==> config.mk <==
export PLATFORM = sky130hd
export DESIGN_NAME = hex_frame_crc16_range_averager_flat
export DESIGN_NICKNAME = d
export VERILOG_FILES = /design/src/rtl/core/hfcra_pkg.sv /design/src/rtl/core/hfcra_if.sv /design/src/rtl/core/hfcra_crc.sv /design/src/rtl/core/hfcra_div.sv /design/src/rtl/core/hex_frame_crc16_range_averager.sv /design/src/flat_wrapper.sv
export SDC_FILE = /design/constraint.sdc
export NUM_CORES = 1
export LEC_CHECK = 0
export ABC_AREA = 1
export BUFFER_PORTS_ARGS = -buffer_cell sky130_fd_sc_hd__buf_2
export CORE_ASPECT_RATIO = 0.7
export CORE_MARGIN = 1
export CORE_UTILIZATION = 67
export DETAILED_ROUTE_END_ITERATION = 12
export PLACE_DENSITY = 0.86
export SLEW_MARGIN = 20
export SYNTH_ARGS = -nofsm -noshare
export SYNTH_HDL_FRONTEND = slang
export SYNTH_SLANG_ARGS = --single-unit
==> constraint.sdc <==
create_clock -name clock -period 15.33 [get_ports clock]
set_input_delay 3.066 -clock clock [delete_from_list [all_inputs] [get_ports clock]]
set_output_delay 3.066 -clock clock [all_outputs]
set_load 0.01 [all_outputs]
==> src/rtl/core/hfcra_pkg.sv <==
// ----------------------------------------------------------------------------
// hfcra_pkg
// Shared types, constants and helpers for the hex frame range averager.
// ----------------------------------------------------------------------------
package hfcra_pkg;

   // field widths of the channels
   localparam int BYTE_W = 8;
   localparam int DIST_W = 13;
   localparam int GOOD_W = 12;

   // default saturation point of the good frame counter
   localparam int COUNT_MAX_DEF = 4095;

   // frame characters
   localparam logic [7:0] CHAR_START = 8'h7E;
   localparam logic [7:0] CHAR_CR    = 8'd13;
   localparam logic [7:0] CHAR_LF    = 8'd10;

   // frame layout: 16 hex digits, crc covers the first 12 (6 bytes)
   localparam logic [4:0] FRAME_DIGITS = 5'd16;
   localparam logic [4:0] CRC_DIGITS   = 5'd12;

   // crc-16/modbus
   localparam int         CRC_W    = 16;
   localparam logic [15:0] CRC_INIT = 16'hFFFF;
   localparam logic [15:0] CRC_POLY = 16'hA001;
   localparam logic [3:0]  CRC_BITS = 4'd8;

   // serial divider width and first divisor
   localparam int          DIV_W     = 16;
   localparam logic [15:0] DIVIDE_BY = 16'd10;

   // control state of the top level
   typedef enum logic [1:0] {
      ST_IDLE,
      ST_DIV10,
      ST_DIVC,
      ST_PUSH
   } state_type;

   // crc unit control and status
   typedef struct packed {
      logic             init;
      logic             start;
      logic [BYTE_W-1:0] data;
   } crc_ctl_type;

   typedef struct packed {
      logic            busy;
      logic [CRC_W-1:0] crc;
   } crc_sts_type;

   // divider control and status
   typedef struct packed {
      logic            start;
      logic [DIV_W-1:0] dividend;
      logic [DIV_W-1:0] divisor;
   } div_ctl_type;

   typedef struct packed {
      logic            busy;
      logic            done;
      logic [DIV_W-1:0] quotient;
   } div_sts_type;

   // ascii hex decode: bit 4 flags a valid digit, bits 3:0 hold its value
   function automatic logic [4:0] hex_decode(input logic [7:0] c);
      logic [4:0] res;
      res = 5'd0;
      case (c) inside
         [8'h30:8'h39]: res = {1'b1, 4'(c - 8'h30)};
         [8'h61:8'h66]: res = {1'b1, 4'(c - 8'h57)};
         [8'h41:8'h46]: res = {1'b1, 4'(c - 8'h37)};
         default:       res = 5'd0;
      endcase
      return res;
   endfunction

endpackage

==> src/rtl/core/hfcra_if.sv <==
// ----------------------------------------------------------------------------
// hfcra_if
// Valid/ready channels for received bytes and for averaged readings.
// ----------------------------------------------------------------------------
interface hfcra_req_if;
   logic       valid;
   logic       ready;
   logic [7:0] rx_byte;
   logic       byte_present;
   logic       window_end;

   modport source (output valid, rx_byte, byte_present, window_end, input ready);
   modport sink   (input valid, rx_byte, byte_present, window_end, output ready);
endinterface

interface hfcra_rsp_if;
   logic        valid;
   logic        ready;
   logic        reading_valid;
   logic [12:0] range_avg;
   logic [11:0] good_frames;

   modport source (output valid, reading_valid, range_avg, good_frames, input ready);
   modport sink   (input valid, reading_valid, range_avg, good_frames, output ready);
endinterface

==> src/rtl/core/hfcra_crc.sv <==
// ----------------------------------------------------------------------------
// hfcra_crc
// Bit-serial CRC-16/MODBUS: one byte is folded in, then one bit per cycle.
// ----------------------------------------------------------------------------
module hfcra_crc
   import hfcra_pkg::*;
(
   input  logic        clock,
   input  logic        reset,
   input  crc_ctl_type ctl,
   output crc_sts_type sts
);

   logic [CRC_W-1:0] crc_ff, crc_in;
   logic [3:0]       cnt_ff, cnt_in;

   // next crc: init, byte load or one reflected shift step
   always_comb begin
      crc_in = crc_ff;
      cnt_in = cnt_ff;
      if (ctl.init) begin
         crc_in = CRC_INIT;
         cnt_in = 4'd0;
      end else if (ctl.start) begin
         crc_in = crc_ff ^ {{(CRC_W-BYTE_W){1'b0}}, ctl.data};
         cnt_in = CRC_BITS;
      end else if (cnt_ff != 4'd0) begin
         crc_in = crc_ff[0] ? ((crc_ff >> 1) ^ CRC_POLY) : (crc_ff >> 1);
         cnt_in = cnt_ff - 4'd1;
      end
   end

   always_ff @(posedge clock) begin
      if (reset) begin
         crc_ff <= CRC_INIT;
         cnt_ff <= 4'd0;
      end else begin
         crc_ff <= crc_in;
         cnt_ff <= cnt_in;
      end
   end

   assign sts.busy = (cnt_ff != 4'd0);
   assign sts.crc  = crc_ff;

   // a new byte only lands once the previous one is fully shifted
   a_no_overlap: assert property (@(posedge clock) disable iff (reset)
      ctl.start |-> (cnt_ff == 4'd0))
      else $error("crc byte loaded while shifting");

   // a loaded byte sets the bit counter to the byte's bit count
   a_busy_after_load: assert property (@(posedge clock) disable iff (reset)
      (ctl.start && !ctl.init) |=> (cnt_ff == CRC_BITS))
      else $error("crc bit counter not loaded");

   a_idle_after_init: assert property (@(posedge clock) disable iff (reset)
      ctl.init |=> (crc_ff == CRC_INIT && cnt_ff == 4'd0))
      else $error("crc init failed");

endmodule

==> src/rtl/core/hfcra_div.sv <==
// ----------------------------------------------------------------------------
// hfcra_div
// Restoring divider, one quotient bit per cycle.
// ----------------------------------------------------------------------------
module hfcra_div
   import hfcra_pkg::*;
(
   input  logic        clock,
   input  logic        reset,
   input  div_ctl_type ctl,
   output div_sts_type sts
);

   localparam int CNT_W = $clog2(DIV_W + 1);

   logic [DIV_W-1:0] rem_ff, rem_in;
   logic [DIV_W-1:0] quo_ff, quo_in;
   logic [DIV_W-1:0] dvs_ff, dvs_in;
   logic [CNT_W-1:0] cnt_ff, cnt_in;
   logic             done_ff, done_in;
   logic [DIV_W:0]   shifted;
   logic [DIV_W:0]   diff;

   // trial subtract of the divisor from the shifted remainder
   assign shifted = {rem_ff, quo_ff[DIV_W-1]};
   assign diff    = shifted - {1'b0, dvs_ff};

   always_comb begin
      rem_in  = rem_ff;
      quo_in  = quo_ff;
      dvs_in  = dvs_ff;
      cnt_in  = cnt_ff;
      done_in = 1'b0;
      if (ctl.start) begin
         rem_in = '0;
         quo_in = ctl.dividend;
         dvs_in = ctl.divisor;
         cnt_in = CNT_W'(DIV_W);
      end else if (cnt_ff != '0) begin
         if (!diff[DIV_W]) begin
            rem_in = diff[DIV_W-1:0];
         end else begin
            rem_in = shifted[DIV_W-1:0];
         end
         quo_in  = {quo_ff[DIV_W-2:0], ~diff[DIV_W]};
         cnt_in  = cnt_ff - 1'b1;
         done_in = (cnt_ff == CNT_W'(1));
      end
   end

   always_ff @(posedge clock) begin
      if (reset) begin
         cnt_ff  <= '0;
         done_ff <= 1'b0;
      end else begin
         cnt_ff  <= cnt_in;
         done_ff <= done_in;
      end
      rem_ff <= rem_in;
      quo_ff <= quo_in;
      dvs_ff <= dvs_in;
   end

   assign sts.busy     = (cnt_ff != '0);
   assign sts.done     = done_ff;
   assign sts.quotient = quo_ff;

   // remainder stays below the divisor between steps
   a_rem_bound: assert property (@(posedge clock) disable iff (reset)
      (cnt_ff != '0 && cnt_ff != CNT_W'(DIV_W)) |-> (rem_ff < dvs_ff))
      else $error("divider remainder out of range");

   a_done_idle: assert property (@(posedge clock) disable iff (reset)
      done_ff |-> (cnt_ff == '0))
      else $error("divider done while still stepping");

   a_no_restart: assert property (@(posedge clock) disable iff (reset)
      ctl.start |-> (cnt_ff == '0))
      else $error("divider restarted while busy");

endmodule

==> src/rtl/core/hex_frame_crc16_range_averager.sv <==
// ----------------------------------------------------------------------------
// hex_frame_crc16_range_averager
// Parses '~' + 16 hex digits + CR LF range frames, checks CRC-16/MODBUS and
// reports the windowed average distance and good frame count.
// ----------------------------------------------------------------------------
//  channel | dir | payload                                     | handshake
//  req_ch  | in  | rx_byte, byte_present, window_end           | valid/ready
//  rsp_ch  | out | reading_valid, range_avg, good_frames       | valid/ready
//
//  Each completed crc byte (every second of the first twelve digits) is
//  shifted through the bit-serial crc unit, which holds off new bytes while
//  busy. A window end with good frames runs two passes of the serial divider
//  (sum by 10, then by the frame count) before the hand-off; a window end
//  with no good frame goes straight to the hand-off.
//  Reset is synchronous and clears the parser flags and index, sum and count.
//  The push state holds off new transactions until the output register is
//  free; once it is loaded, bytes keep flowing while the reading waits.
// ----------------------------------------------------------------------------
module hex_frame_crc16_range_averager
   import hfcra_pkg::*;
#(
   parameter int COUNT_MAX = COUNT_MAX_DEF
)
(
   input logic         clock,
   input logic         reset,
   hfcra_req_if.sink   req_ch,
   hfcra_rsp_if.source rsp_ch
);

   localparam int CNT_W = $clog2(COUNT_MAX + 1);

   state_type state_ff, state_in;

   // frame parser state
   logic              capturing_ff, capturing_in;
   logic [4:0]        idx_ff, idx_in;
   logic              derr_ff, derr_in;
   logic              cr_ff, cr_in;
   logic [3:0]        hi_nib_ff, hi_nib_in;
   logic [31:0]       tail_ff, tail_in;

   // window accumulators
   logic [15:0]       sum_ff, sum_in;
   logic [CNT_W-1:0]  count_ff, count_in;
   logic [CNT_W-1:0]  win_count_ff, win_count_in;
   logic [DIST_W-1:0] avg_ff, avg_in;

   // output register
   logic              rsp_valid_ff;
   logic              rsp_reading_ff;
   logic [DIST_W-1:0] rsp_dist_ff;
   logic [GOOD_W-1:0] rsp_good_ff;
   logic              rsp_load;

   crc_ctl_type       crc_ctl;
   crc_sts_type       crc_sts;
   div_ctl_type       div_ctl;
   div_sts_type       div_sts;

   logic              req_fire;
   logic [4:0]        hex;
   logic              crc_match;
   logic              frame_good;
   logic [15:0]       sum_next;
   logic [CNT_W-1:0]  count_next;

   hfcra_crc u_crc (
      .clock (clock),
      .reset (reset),
      .ctl   (crc_ctl),
      .sts   (crc_sts)
   );

   hfcra_div u_div (
      .clock (clock),
      .reset (reset),
      .ctl   (div_ctl),
      .sts   (div_sts)
   );

   assign req_ch.ready = (state_ff == ST_IDLE) && !crc_sts.busy;
   assign req_fire     = req_ch.valid && req_ch.ready;
   assign hex          = hex_decode(req_ch.rx_byte);

   // crc arrives low byte first in the last four digits
   assign crc_match  = (crc_sts.crc == {tail_ff[7:0], tail_ff[15:8]});
   assign frame_good = req_fire && req_ch.byte_present && capturing_ff &&
                       (idx_ff == FRAME_DIGITS + 5'd1) && (req_ch.rx_byte == CHAR_LF) &&
                       !derr_ff && cr_ff && crc_match;
   assign sum_next   = frame_good ? (sum_ff + tail_ff[31:16]) : sum_ff;
   assign count_next = (frame_good && (count_ff < CNT_W'(COUNT_MAX))) ?
                       (count_ff + 1'b1) : count_ff;

   // frame parser, one character per transaction
   always_comb begin
      capturing_in = capturing_ff;
      idx_in       = idx_ff;
      derr_in      = derr_ff;
      cr_in        = cr_ff;
      hi_nib_in    = hi_nib_ff;
      tail_in      = tail_ff;
      sum_in       = sum_next;
      count_in     = count_next;
      crc_ctl      = '0;
      if (req_fire && req_ch.byte_present) begin
         if (!capturing_ff) begin
            if (req_ch.rx_byte == CHAR_START) begin
               capturing_in = 1'b1;
               idx_in       = 5'd0;
               derr_in      = 1'b0;
               cr_in        = 1'b0;
               crc_ctl.init = 1'b1;
            end
         end else if (idx_ff < FRAME_DIGITS) begin
            if (!hex[4]) begin
               derr_in = 1'b1;
            end else begin
               tail_in = {tail_ff[27:0], hex[3:0]};
            end
            idx_in = idx_ff + 5'd1;
            // pair digits into bytes for the crc
            if (idx_ff < CRC_DIGITS) begin
               if (!idx_ff[0]) begin
                  hi_nib_in = hex[3:0];
               end else begin
                  crc_ctl.start = 1'b1;
                  crc_ctl.data  = {hi_nib_ff, hex[3:0]};
               end
            end
         end else if (idx_ff == FRAME_DIGITS) begin
            cr_in  = (req_ch.rx_byte == CHAR_CR);
            idx_in = idx_ff + 5'd1;
         end else begin
            capturing_in = 1'b0;
            idx_in       = 5'd0;
         end
      end
      // window end clears the parser and the accumulators after the byte is taken
      if (req_fire && req_ch.window_end) begin
         capturing_in = 1'b0;
         idx_in       = 5'd0;
         derr_in      = 1'b0;
         cr_in        = 1'b0;
         sum_in       = '0;
         count_in     = '0;
      end
   end

   // window end sequencer: two divider passes when there are good frames, then hand-off
   always_comb begin
      state_in     = state_ff;
      win_count_in = win_count_ff;
      avg_in       = avg_ff;
      div_ctl      = '0;
      rsp_load     = 1'b0;
      case (state_ff)
         ST_IDLE: begin
            if (req_fire && req_ch.window_end) begin
               win_count_in = count_next;
               if (count_next != '0) begin
                  div_ctl.start    = 1'b1;
                  div_ctl.dividend = sum_next;
                  div_ctl.divisor  = DIVIDE_BY;
                  state_in         = ST_DIV10;
               end else begin
                  avg_in   = '0;
                  state_in = ST_PUSH;
               end
            end
         end
         ST_DIV10: begin
            if (div_sts.done) begin
               div_ctl.start    = 1'b1;
               div_ctl.dividend = div_sts.quotient;
               div_ctl.divisor  = DIV_W'(win_count_ff);
               state_in         = ST_DIVC;
            end
         end
         ST_DIVC: begin
            if (div_sts.done) begin
               avg_in   = div_sts.quotient[DIST_W-1:0];
               state_in = ST_PUSH;
            end
         end
         ST_PUSH: begin
            if (!rsp_valid_ff || rsp_ch.ready) begin
               rsp_load = 1'b1;
               state_in = ST_IDLE;
            end
         end
         default: begin
            state_in = ST_IDLE;
         end
      endcase
   end

   always_ff @(posedge clock) begin
      if (reset) begin
         state_ff     <= ST_IDLE;
         capturing_ff <= 1'b0;
         idx_ff       <= 5'd0;
         derr_ff      <= 1'b0;
         cr_ff        <= 1'b0;
         sum_ff       <= '0;
         count_ff     <= '0;
         rsp_valid_ff <= 1'b0;
      end else begin
         state_ff     <= state_in;
         capturing_ff <= capturing_in;
         idx_ff       <= idx_in;
         derr_ff      <= derr_in;
         cr_ff        <= cr_in;
         sum_ff       <= sum_in;
         count_ff     <= count_in;
         if (rsp_load) begin
            rsp_valid_ff <= 1'b1;
         end else if (rsp_ch.ready) begin
            rsp_valid_ff <= 1'b0;
         end
      end
      hi_nib_ff    <= hi_nib_in;
      tail_ff      <= tail_in;
      win_count_ff <= win_count_in;
      avg_ff       <= avg_in;
      if (rsp_load) begin
         rsp_reading_ff <= (win_count_ff != '0);
         rsp_dist_ff    <= avg_ff;
         rsp_good_ff    <= GOOD_W'(win_count_ff);
      end
   end

   assign rsp_ch.valid         = rsp_valid_ff;
   assign rsp_ch.reading_valid = rsp_reading_ff;
   assign rsp_ch.range_avg     = rsp_dist_ff;
   assign rsp_ch.good_frames   = rsp_good_ff;

   // a window end always leaves the accumulators and parser cleared
   a_window_clears: assert property (@(posedge clock) disable iff (reset)
      (req_fire && req_ch.window_end) |=> (count_ff == '0 && sum_ff == '0 && !capturing_ff))
      else $error("window end did not clear state");

   // parser index only runs while capturing
   a_idx_range: assert property (@(posedge clock) disable iff (reset)
      capturing_ff ? (idx_ff <= FRAME_DIGITS + 5'd1) : (idx_ff == 5'd0))
      else $error("frame index out of range");

   // an invalid reading carries zero payload
   a_invalid_zero: assert property (@(posedge clock) disable iff (reset)
      (rsp_valid_ff && !rsp_reading_ff) |-> (rsp_dist_ff == '0 && rsp_good_ff == '0))
      else $error("invalid reading with nonzero payload");

   // the crc unit never receives a byte while a transaction is blocked on it
   a_crc_quiet: assert property (@(posedge clock) disable iff (reset)
      crc_sts.busy |-> (!req_ch.ready && !crc_ctl.start))
      else $error("byte taken while crc busy");

endmodule
==> src/flat_wrapper.sv <==
// flat-port wrapper written by rule: the top's interface ports become plain ports
module hex_frame_crc16_range_averager_flat import hfcra_pkg::*;
#(
   parameter int COUNT_MAX = COUNT_MAX_DEF
)
  (clock, reset, req_ch_valid, req_ch_rx_byte, req_ch_byte_present, req_ch_window_end, req_ch_ready, rsp_ch_valid, rsp_ch_reading_valid, rsp_ch_range_avg, rsp_ch_good_frames, rsp_ch_ready);
  hfcra_req_if req_ch_i ();
  hfcra_rsp_if rsp_ch_i ();
  input logic clock;
  input logic reset;
  input wire logic [$bits(req_ch_i.valid)-1:0] req_ch_valid;
  input wire logic [$bits(req_ch_i.rx_byte)-1:0] req_ch_rx_byte;
  input wire logic [$bits(req_ch_i.byte_present)-1:0] req_ch_byte_present;
  input wire logic [$bits(req_ch_i.window_end)-1:0] req_ch_window_end;
  output wire logic [$bits(req_ch_i.ready)-1:0] req_ch_ready;
  output wire logic [$bits(rsp_ch_i.valid)-1:0] rsp_ch_valid;
  output wire logic [$bits(rsp_ch_i.reading_valid)-1:0] rsp_ch_reading_valid;
  output wire logic [$bits(rsp_ch_i.range_avg)-1:0] rsp_ch_range_avg;
  output wire logic [$bits(rsp_ch_i.good_frames)-1:0] rsp_ch_good_frames;
  input wire logic [$bits(rsp_ch_i.ready)-1:0] rsp_ch_ready;
  assign req_ch_i.valid = req_ch_valid;
  assign req_ch_i.rx_byte = req_ch_rx_byte;
  assign req_ch_i.byte_present = req_ch_byte_present;
  assign req_ch_i.window_end = req_ch_window_end;
  assign req_ch_ready = req_ch_i.ready;
  assign rsp_ch_valid = rsp_ch_i.valid;
  assign rsp_ch_reading_valid = rsp_ch_i.reading_valid;
  assign rsp_ch_range_avg = rsp_ch_i.range_avg;
  assign rsp_ch_good_frames = rsp_ch_i.good_frames;
  assign rsp_ch_i.ready = rsp_ch_ready;
  hex_frame_crc16_range_averager #(.COUNT_MAX(COUNT_MAX)) u_core (.clock(clock), .reset(reset), .req_ch(req_ch_i), .rsp_ch(rsp_ch_i));
endmodule
Yosys cells after proc, flatten, opt, wreduce, memory -nomap -nowiden:

Cells that the tools add are included.
Widths: inputs -> output; s select.

* logic and storage cells: 163
* input bits: 14
* register bits after elaboration: 200

* equal/unequal tests: 20
* add/sub/neg operators: 9
* muxes and demuxes: 54
* magnitude comparators: 9
* reductions and logical operators: 42
* bitwise gates (word level): 5

Operators with widths (number)
* $mux 16: 7
* $mux 33: 3
* $pmux 33 s2: 1
* $mux 5: 9
* $mux 13: 3
* $mux 9: 4
* $pmux 13 s2: 1
* $reduce_bool 12->1: 2
* $reduce_and 4->1: 5
* $sub 17x16->17: 1
* $add 16x16->16: 1
* $eq 16x16->1: 1
* $eq 8x4->1 const B: 2
* $ge 8x7->1 const B: 2
* $le 8x7->1 const B: 2
* $mux 1: 16
* $ne 2x2->1 const B: 8
* $xor 16x8->16: 1
* $logic_and 1x1->1: 14
* $add 12x1->12 const B: 1
* $lt 12x12->1 const B: 1
* $mux 12: 1
* $eq 5x5->1 const B: 2
* $mux 10: 1
* 29 further kinds: 50

Longest topological paths before layout:

Gate-level depths: netlist of the first run.

* depth after elaboration: 19
* mapped depth: 20
* gate-level depth less buffers: 19

By module:

Synthesis of the first run repeated with hierarchy kept, for this count alone.

* cells, all modules: 1402
* area, all modules: 11288.3 um2

By module, submodules not included
* hex_frame_crc16_range_averager: area an instance 6707.7 um2, times used 1, sequential area each 3393.3 um2, cells an instance 777
* hfcra_div: area an instance 3509.6 um2, times used 1, sequential area each 1401.3 um2, cells an instance 499
* hfcra_crc: area an instance 1071.0 um2, times used 1, sequential area each 400.4 um2, cells an instance 126

Worst setup path after synthesis of the first run:

No wires, ideal clock.

* path type: input-to-reg
* from: input port req_ch_rx_byte[0]
* to: register u_core.tail_ff[0] (enable)
* setup slack: 7965 ps
* path buffers: 0
* library setup time: 501 ps
* stages on the path: 6
* required time: 14829 ps
* data arrival time: 6863 ps
* cell sequence: inv_1 -> ha_1 -> nor3_1 -> nor4_1 -> nor2_1 -> nor4_1

* longest elaborated chain between the ends: 6
* elaborated cells between the ends (all ways): 13
* those cells by class: order compare: 6; mux: 3; reduce/logical: 4

RTL lines
* start, declared: line flat_wrapper.sv:12 `input wire logic [$bits(req_ch_i.rx_byte)-1:0] req_ch_rx_byte;`
* $ge 8x7->1 (implied by the code) / $le 8x7->1 (equally long branches): line hex_frame_crc16_range_averager.sv:84 `assign hex = hex_decode(req_ch.rx_byte);`
* $logic_and 1x1->1 (implied by the code): line hex_frame_crc16_range_averager.sv:84
* $mux 5 (2 in series): line hfcra_pkg.sv:71 `case (c) inside`
* $mux 5 (*): line hfcra_pkg.sv:71
* $reduce_and 4->1 (no line) (*)
* end signal, assigned: line hex_frame_crc16_range_averager.sv:223 `tail_ff <= tail_in;`
* end, declared: line hex_frame_crc16_range_averager.sv:41 `logic [31:0] tail_ff, tail_in;`

Every way passes the cells marked *; elsewhere a longest branch is shown, timed or not.
A chain may end at the register's enable or synchronous reset.

Final worst setup path of the first run:

* from: input port req_ch_rx_byte[0]
* to: register u_core.u_div.quo_ff[1] (enable)

* longest elaborated chain between the ends: 13
* elaborated cells between the ends (all ways): 14
* those cells by class: eq/ne: 2; mux: 4; reduce/logical: 8

RTL lines
* $eq 8x4->1 (*): line hex_frame_crc16_range_averager.sv:89 `(idx_ff == FRAME_DIGITS + 5'd1) && (req_ch.rx_byte == CHAR_LF) &&`
* $logic_and 1x1->1 (*) (2 in series): line hex_frame_crc16_range_averager.sv:89
* $logic_and 1x1->1 (*) (2 in series): line hex_frame_crc16_range_averager.sv:90 `!derr_ff && cr_ff && crc_match;`
* $logic_and 1x1->1 (*): line hex_frame_crc16_range_averager.sv:92 `assign count_next = (frame_good && (count_ff < CNT_W'(COUNT_MAX))) ?`
* $mux 12 (*): line hex_frame_crc16_range_averager.sv:92
* net u_core.count_next[1]: line hex_frame_crc16_range_averager.sv:66 `logic [CNT_W-1:0] count_next;`
* $reduce_bool 12->1 (*): line hex_frame_crc16_range_averager.sv:161 `if (count_next != '0) begin`
* $mux 33 (*): line hex_frame_crc16_range_averager.sv:161
* $mux 33 (*): line hex_frame_crc16_range_averager.sv:159 `if (req_fire && req_ch.window_end) begin`
* $pmux 33 s2 (*): line hex_frame_crc16_range_averager.sv:157 `case (state_ff)`
* $ne 3x3->1 (no line) / $reduce_bool 2->1 (equally long branches)
* $reduce_and 2->1 (no line) (*)
* end signal, assigned: line hfcra_div.sv:60 `quo_ff <= quo_in;`
* end, declared: line hfcra_div.sv:17 `logic [DIV_W-1:0] quo_ff, quo_in;`

Mark *: on every way through the listed nets, which the timed path passes. The rest lies on a longest branch.

==> results of run 1 <==
## through the flow
step | setup WS [ps] | util
3_3_place_gp | 8820 | 0.710
2_1_floorplan | 7970 | -
6_report | 9040 | 0.751
4_1_cts | 9040 | 0.751
5_1_grt | 8650 | 0.751
3_5_place_dp | 8610 | 0.710
## layer usage
| metal | track usage | vias up |
|---|---|---|
| li1 | - | 3835 |
| met1 | 0.416 | 3649 |
| met2 | 0.453 | 349 |
| met3 | 0.0782 | 40 |
| met4 | 0.103 | 0 |
| met5 | 0 | - |
## area by class of cell
cell class / count / area share
flip-flops and latches: 196 / 0.459
multi-input cells: 756 / 0.395
inverters: 137 / 0.0465
clock buffers: 19 / 0.0391
repair buffers: 47 / 0.0226
well taps: 195 / 0.0221
clock inverters: 13 / 0.0156
## cell usage after synthesis (6+ instances only)
master / instances / area share
nand2_1: 214 / 0.079
nor2_1: 125 / 0.046
inv_1: 123 / 0.046
edfxtp_1: 115 / 0.34
dfxtp_1: 81 / 0.16
a21oi_1: 58 / 0.029
o21ai_0: 58 / 0.029
nand3_1: 49 / 0.024
ha_1: 45 / 0.056
xnor2_1: 26 / 0.022
xor2_1: 20 / 0.017
clkbuf_1: 17 / 0.0063
nand3_2: 17 / 0.017
o21ai_2: 16 / 0.014
nand4_1: 14 / 0.0087
o211ai_1: 14 / 0.010
inv_2: 12 / 0.0044
nor3_1: 11 / 0.0054
nor4_1: 8 / 0.0049
or2_2: 8 / 0.0049
a211oi_1: 7 / 0.0052
nand4_2: 6 / 0.0074
nor2_2: 6 / 0.0037
## cell families after synthesis
kind of cell,share of synthesized area
xor gates and xnor gates,0.0398
buffers and inverters,0.0679
AOI/OAI and AO/OA,0.108
muxes,0.00297
and+or+nand+nor,0.221
adders and majority gates,0.0596
DFF,0.501
## power by group through the flow
stage	sequential [mW]	clock, mW	combinational (mW)
6_report	0.765	0.461	0.565
4_1_cts	0.764	0.464	0.562
3_3_place_gp	0.770	0	0.529
2_1_floorplan	0.755	0	0.437
5_1_grt	0.776	0.485	0.638
3_5_place_dp	0.774	0	0.552
## layout by cell type (no fill, tap or decap), drive strengths merged, types with 3 or more instances in the layout
cell and n:
mux2i 3, ha 45, nand2 219, a31oi 4, clkbuf 19, a21boi 3
or2 9, nor4 9, a21o 5, xor2 20, o21ai 78, dfxtp 81
nand3b 5, nand3 67, nor2 135, bufinv 3, clkinv 6, a211oi 7
xnor2 26, nand4 20, o211ai 14, a221oi 3, a21oi 58, inv 139
buf 47, nor3 13, edfxtp 115
## sequential cells by signal, summed over array words and instances, names as in the netlist
register	flops
u_core.count_ff	12
u_core.u_crc.crc_ff	16
u_core.u_div.cnt_ff	5
u_core.u_div.dvs_ff	12
u_core.hi_nib_ff	4
u_core.idx_ff	5
u_core.u_crc.cnt_ff	4
u_core.state_ff	2
u_core.rsp_ch.good_frames	12
u_core.cr_ff	1
u_core.u_div.done_ff	1
u_core.sum_ff	16
u_core.rsp_ch.valid	1
u_core.win_count_ff	12
u_core.tail_ff	32
u_core.rsp_ch.range_avg	13
u_core.capturing_ff	1
u_core.u_div.rem_ff	16
u_core.avg_ff	13
u_core.rsp_ch.reading_valid	1
u_core.derr_ff	1
u_core.u_div.quo_ff	16
## worst max-delay path: cells and delay by family
family                     cells  cell delay (ps)
AOI/OAI and AO/OA              1              850
adders and majority gates      1              270
buffers and inverters          3              310
and+or+nand+nor               12             1850
## worst paths after layout
kind / to / slack, ps / cells after the start
setup / recovery: u_core.u_div.quo_ff[1] / 9040 / 17
hold / removal: u_core.rsp_ch.range_avg[10] / 420 / 0
setup reg to reg: u_core.u_div.quo_ff[1] / 11240 / 14
hold reg to reg: u_core.rsp_ch.range_avg[10] / 420 / 0
==> impl_metrics.csv, run 1 <==
group,metric,value,unit
floorplanning,die_h,105,um
placed_design,gp_congestion,0.961,
grt,grt_overflow,0,
clocking,clock-sinks,196,
clocking,cts-hold-fix-buffers,0,
yosys,synthFlopType,"edfxtp_1",
clocking,cts_resized,0,
worst_setup_path,cp_slowest_cell,"a21boi_2",
placed_design,dpl_cell_area,10500,um2
power_and_ir_drop,sw_frac_of_total,0.349,
job,cap_violations,0,
finish,final_cell_area,11100,um2
timing,worstMarginPinSlew,1050,ps
timing,hold_ws,422,ps
yosys,syn_nets,1177,
routing,ant_nets,0,
clocking,cts_buffer_depth,2,
worst_setup_path,critPathCaptureType,"flop",
yosys,syn_inst,1116,
worst_setup_path,crit_chain,"buf_2, inv_1, ha_1, nand2_1, inv_1, nand4_1, nor2_1, nand3_1, nor2_2, nand3_1, nand2_1, nor2_1, nand2_1, nor2_2, nand2_2, nand2_4, a21boi_2",
timing,max_freq,0.159,GHz
finish,regArea,5070,um2
finish,syn_to_final_growth,9.26,%
timing,slew_headroom,0.293,
grt,track_usage,0.299,
grt,antenna_found_initial,0,
timing,finalSetupViolations,0,
grt,grt_pass1_vias,7381,
yosys,async_flop_share,0,
floorplanning,design.die.area,15600,um2
finish,layout.cells.non_filler,1363,
power_and_ir_drop,switchingPower,0.625,mW
routing,vias_per_cell,5.78,
yosys,yosysSeqAreaShare,0.501,
power_and_ir_drop,finalPower,1.79,mW
yosys,syn_area_per_cell,9.07,um2
finish,antenna_cells,0,
worst_setup_path,cpMostUsedCell,"nand2_1",
clocking,post-cts-setup-buffer-count,0,
timing,rsz0062_at_grt,"no",
routing,wl_per_cell,16.0,um
power_and_ir_drop,p_comb_frac,0.315,
power_and_ir_drop,leakage,4.72,nW
floorplanning,core_area,14700,um2
power_and_ir_drop,pwr-share-clk,0.257,
routing,num_vias,7873,
timing,hold_viol,0,
timing,fin_skew,12.2,ps
worst_setup_path,cp_data_required_time,15400,ps
grt,grt_max_degree,40,
clocking,cts.htree.levels,4,
worst_setup_path,critPathMaxFanout,39,
clocking,root_buffer,"clkbuf_16",
routing,met1_length,9910,um
timing,period_needed,6290,ps
finish,multi_input_area,4370,um2
clocking,cts_tree,"done",
min_path,hp-start,"u_core.avg_ff[10]",
timing,fin_tns_setup,0,ps
worst_setup_path,worstSetupPathType,"in -> reg",
yosys,synth_warnings,0,
worst_setup_path,startpoint,"req_ch_rx_byte[0]",
routing,drtPass1Iterations,6,
placed_design,io_buffers,41,
floorplanning,initial_core_util,0.688,
routing,drt-total-wl,21900,um
worst_setup_path,crit_arrival,6370,ps
floorplanning,ios,42,
routing,wl_met3,2020,um
power_and_ir_drop,p_per_area,162,nW/um2
worst_setup_path,timing.rr.start,"u_core.state_ff[0]",
grt,grt_first_pass_wirelength,36000,um
worst_setup_path,slowest_delay,850,ps
timing,period_share,0.411,
finish,n_fill_cell,984,
power_and_ir_drop,p_int,1.17,mW
finish,drive_above_1_share,0.137,
run_status,outcome,"finished clean",
min_path,hold_path.class,"reg -> reg",
clocking,clk_pin_slew,70,ps
placed_design,hpwl,15500,um
power_and_ir_drop,peakVddDrop,0.0731,mV
clocking,clk_latency,450,ps
routing,dr_wl_met2,9530,um
floorplanning,fp-row-count,37,
routing,drc,0,
timing,slew_violations,0,
power_and_ir_drop,seq_power_share,0.427,
yosys,synthDistinctLibCells,54,
yosys,syn_area,10100,um2
worst_setup_path,start_kind,"input pin",
routing,highest_layer,"met4",
yosys,ys_ff_latch,196,
clocking,cts_buffers,17,
finish,nets,1216,
yosys,synth-edff-count,115,
routing,drt_iter0_markers,734,
floorplanning,die_x,149,um
placed_design,dp_cells,1331,
(Power assumes the default switching activity.)
==> run 2: changes to the inputs <==
--- a/config.mk
+++ b/config.mk
@@ -5,13 +5,13 @@
 export SDC_FILE = /design/constraint.sdc
 export NUM_CORES = 1
 export LEC_CHECK = 0
-export ABC_AREA = 1
+export ABC_AREA = 0
 export BUFFER_PORTS_ARGS = -buffer_cell sky130_fd_sc_hd__buf_2
 export CORE_ASPECT_RATIO = 0.7
 export CORE_MARGIN = 1
-export CORE_UTILIZATION = 67
+export CORE_UTILIZATION = 62
 export DETAILED_ROUTE_END_ITERATION = 12
-export PLACE_DENSITY = 0.86
+export PLACE_DENSITY = 0.8
 export SLEW_MARGIN = 20
 export SYNTH_ARGS = -nofsm -noshare
 export SYNTH_HDL_FRONTEND = slang
==> constraint.sdc (replaced) <==
create_clock -name clock -period 5.8 [get_ports clock]
set_input_delay 1.16 -clock clock [delete_from_list [all_inputs] [get_ports clock]]
set_output_delay 1.16 -clock clock [all_outputs]
set_load 0.01 [all_outputs]
==> run 2 against run 1 <==
Routed wire length shrank 6.8%. Global-route usage down 2.3 points. Largest cell class unchanged. Highest routed layer unchanged. Sequential power grew to 2.6 times the previous value.
==> impl_metrics.csv, run 2 <==
group,metric,value,unit
run_status,outcome,"finished clean",
timing,fin_tns_setup,0,ps
floorplanning,die_x,150,um
min_path,hold_depth,0,
grt,antenna_found_initial,0,
yosys,async_flop_share,0,
clocking,cts-hold-fix-buffers,0,
yosys,synth_warnings,0,
routing,drc,0,
floorplanning,ios,42,
worst_setup_path,critPathCaptureType,"flop",
placed_design,dpl_cell_area,9910,um2
finish,layout_common_cells,"edfxtp_1, nand2_1, dfxtp_1",
clocking,root_buffer,"clkbuf_16",
timing,hold_ws,423,ps
job,cap_violations,0,
yosys,synthFlopType,"edfxtp_1",
grt,track_usage,0.276,
clocking,post-cts-setup-buffer-count,0,
worst_setup_path,start_kind,"input pin",
yosys,yosysTopAreaCell,"edfxtp_1",
clocking,cts_buffer_depth,2,
finish,largest_reg_flops,32,
routing,drt_iter0_markers,517,
floorplanning,core_area,14800,um2
placed_design,hpwl,14500,um
floorplanning,fp-row-count,37,
finish,drive_above_1_share,0.109,
worst_setup_path,slowest_delay,720,ps
timing,rsz0062_at_grt,"no",
yosys,synth_top_area_frac,0.363,
floorplanning,die_h,106,um
timing,max_freq,0.225,GHz
routing,drtPass1Iterations,5,
yosys,ys_ff_latch,196,
timing,slew_headroom,0.306,
finish,syn_to_final_growth,11.0,%
finish,post-route-util,0.712,
clocking,cts_tree,"done",
worst_setup_path,critPathMaxFanout,19,
clocking,clock-sinks,196,
finish,final_common_cell,"edfxtp_1",
worst_setup_path,cp_top_family,"simple AND/OR/NAND/NOR gates",
min_path,whs_endpoint,"u_core.rsp_ch.range_avg[1]",
clocking,clk_pin_slew,80,ps
placed_design,io_buffers,41,
yosys,yosysSeqAreaShare,0.534,
timing,hold_viol,0,
power_and_ir_drop,peakVddDrop,0.318,mV
worst_setup_path,worstSetupPathType,"in -> reg",
grt,grt_first_pass_wirelength,33400,um
routing,drt-total-wl,20400,um
timing,period_needed,4440,ps
yosys,netlist_top_cells_count,"edfxtp_1, nand2_1, dfxtp_1, nor2_1, ha_1",
yosys,syn_area_per_cell,10.9,um2
timing,worstMarginPinSlew,1030,ps
yosys,synthTopCellsByArea,"edfxtp_1, dfxtp_1, ha_1",
worst_setup_path,worstReg2RegEnd,"u_core.u_div.quo_ff[14]",
clocking,cts_buffers,17,
min_path,hold_path.class,"reg -> reg",
grt,grt_overflow,0,
routing,ant_nets,0,
worst_setup_path,crit_chain,"buf_2, or4_4, nor4b_1, nand3_1, nor3_1, mux2_1, a31oi_1, nor4_4, nor2_4, o21a_1",
worst_setup_path,worstRegToRegCells,11,
worst_setup_path,crit_buf_inv,1,
clocking,cts.htree.levels,4,
timing,finalSetupViolations,0,
yosys,syn_nets,935,
clocking,clk_latency,450,ps
worst_setup_path,crit_arrival,4510,ps
yosys,synthDistinctLibCells,70,
worst_setup_path,rrSetupSlack,1390,ps
worst_setup_path,cp_slowest_cell,"o21a_1",
clocking,cts_resized,0,
routing,num_vias,6844,
worst_setup_path,cp_data_required_time,5870,ps
grt,grt_pass1_vias,6671,
timing,slew_violations,0,
yosys,synth-edff-count,115,
worst_setup_path,timing.rr.start,"u_core.state_ff[0]",
timing,period_share,0.766,
finish,regMostFlops,"u_core.tail_ff",
finish,antenna_cells,0,
grt,grt_max_degree,37,
power_and_ir_drop,p_per_area,441,nW/um2
placed_design,gp_congestion,0.868,
finish,final_cell_area,10600,um2
timing,fin_skew,18.2,ps
yosys,yosysMostFrequentCell,"edfxtp_1",
routing,wl_per_cell,18.2,um
yosys,syn_area,9510,um2
routing,vias_per_cell,6.11,
min_path,hp-start,"u_core.avg_ff[1]",
floorplanning,initial_core_util,0.642,
power_and_ir_drop,leakage,4.05,nW
finish,nets,974,
floorplanning,design.die.area,15800,um2
yosys,syn_inst,874,
run 2: worst max-delay path by stage:
| stage | endpoint | start | cells past startpoint | slack [ps] |
|---|---|---|---|---|
| detailed placement | u_core.u_div.quo_ff[11] | req_ch_rx_byte[5] | 10 | 900 |
| global placement | u_core.u_div.quo_ff[11] | req_ch_rx_byte[5] | 10 | 1040 |
| finish | u_core.u_div.quo_ff[14] | req_ch_rx_byte[5] | 10 | 1360 |
| global route | u_core.u_div.quo_ff[14] | req_ch_rx_byte[5] | 10 | 1120 |
| floorplan | u_core.tail_ff[0] | req_ch_rx_byte[2] | 5 | 1080 |
| CTS | u_core.u_div.quo_ff[6] | req_ch_rx_byte[5] | 10 | 1360 |
run 2: metal layers:
metal,vias to the layer above,GRT usage,share of wire
li1,3268,-,-
met1,3314,0.386,0.47
met2,230,0.430,0.46
met3,32,0.0567,0.058
met4,0,0.0895,0.013
met5,-,0,0
run 2: metrics by stage:
| stage | power [mW] | setup slack, ps | std cells |
|---|---|---|---|
| floorplan | 3.05 | 1080 | 874 |
| global placement | 3.30 | 1040 | 1089 |
| detailed placement | 3.42 | 899 | 1089 |
| CTS | 4.66 | 1360 | 1121 |
| global route | 4.92 | 1120 | 1121 |
| finish | 4.65 | 1360 | 1121 |
run 2: worst reg2reg max path: stages (launching register included):
cell,delay [ps]
dfxtp_1,340
inv_1,140
ha_1,330
and3_1,240
nand3_2,150
or4_1,620
nor3_1,230
mux2_1,360
a31oi_1,250
nor4_4,120
nor2_4,530
o21a_1,720
run 2: final cells by class:
| type | instances | area (um2) |
|---|---|---|
| clock buffers | 17 | 425 |
| clock inverters | 15 | 208 |
| fillers | 1022 | 4260 |
| inverters | 31 | 116 |
| multi-input cells | 618 | 4220 |
| flip-flops and latches | 196 | 5070 |
| well taps | 195 | 244 |
| repair buffers | 49 | 265 |
run 2: power by group:
group | switching [mW] | internal (mW)
sequential | 0.190 | 1.81
clock | 0.594 | 0.631
combinational | 0.855 | 0.568
run 2: cells by family (layout without fill, tap and decap cells):
group	Yosys count	after routing	synth area share
compound gates	140	140	0.0999
xor+xnor	61	61	0.0562
fa+ha+maj	47	47	0.0634
buf+inv	60	112	0.0249
flops	196	196	0.534
mux	40	40	0.0426
simple gates	330	330	0.179
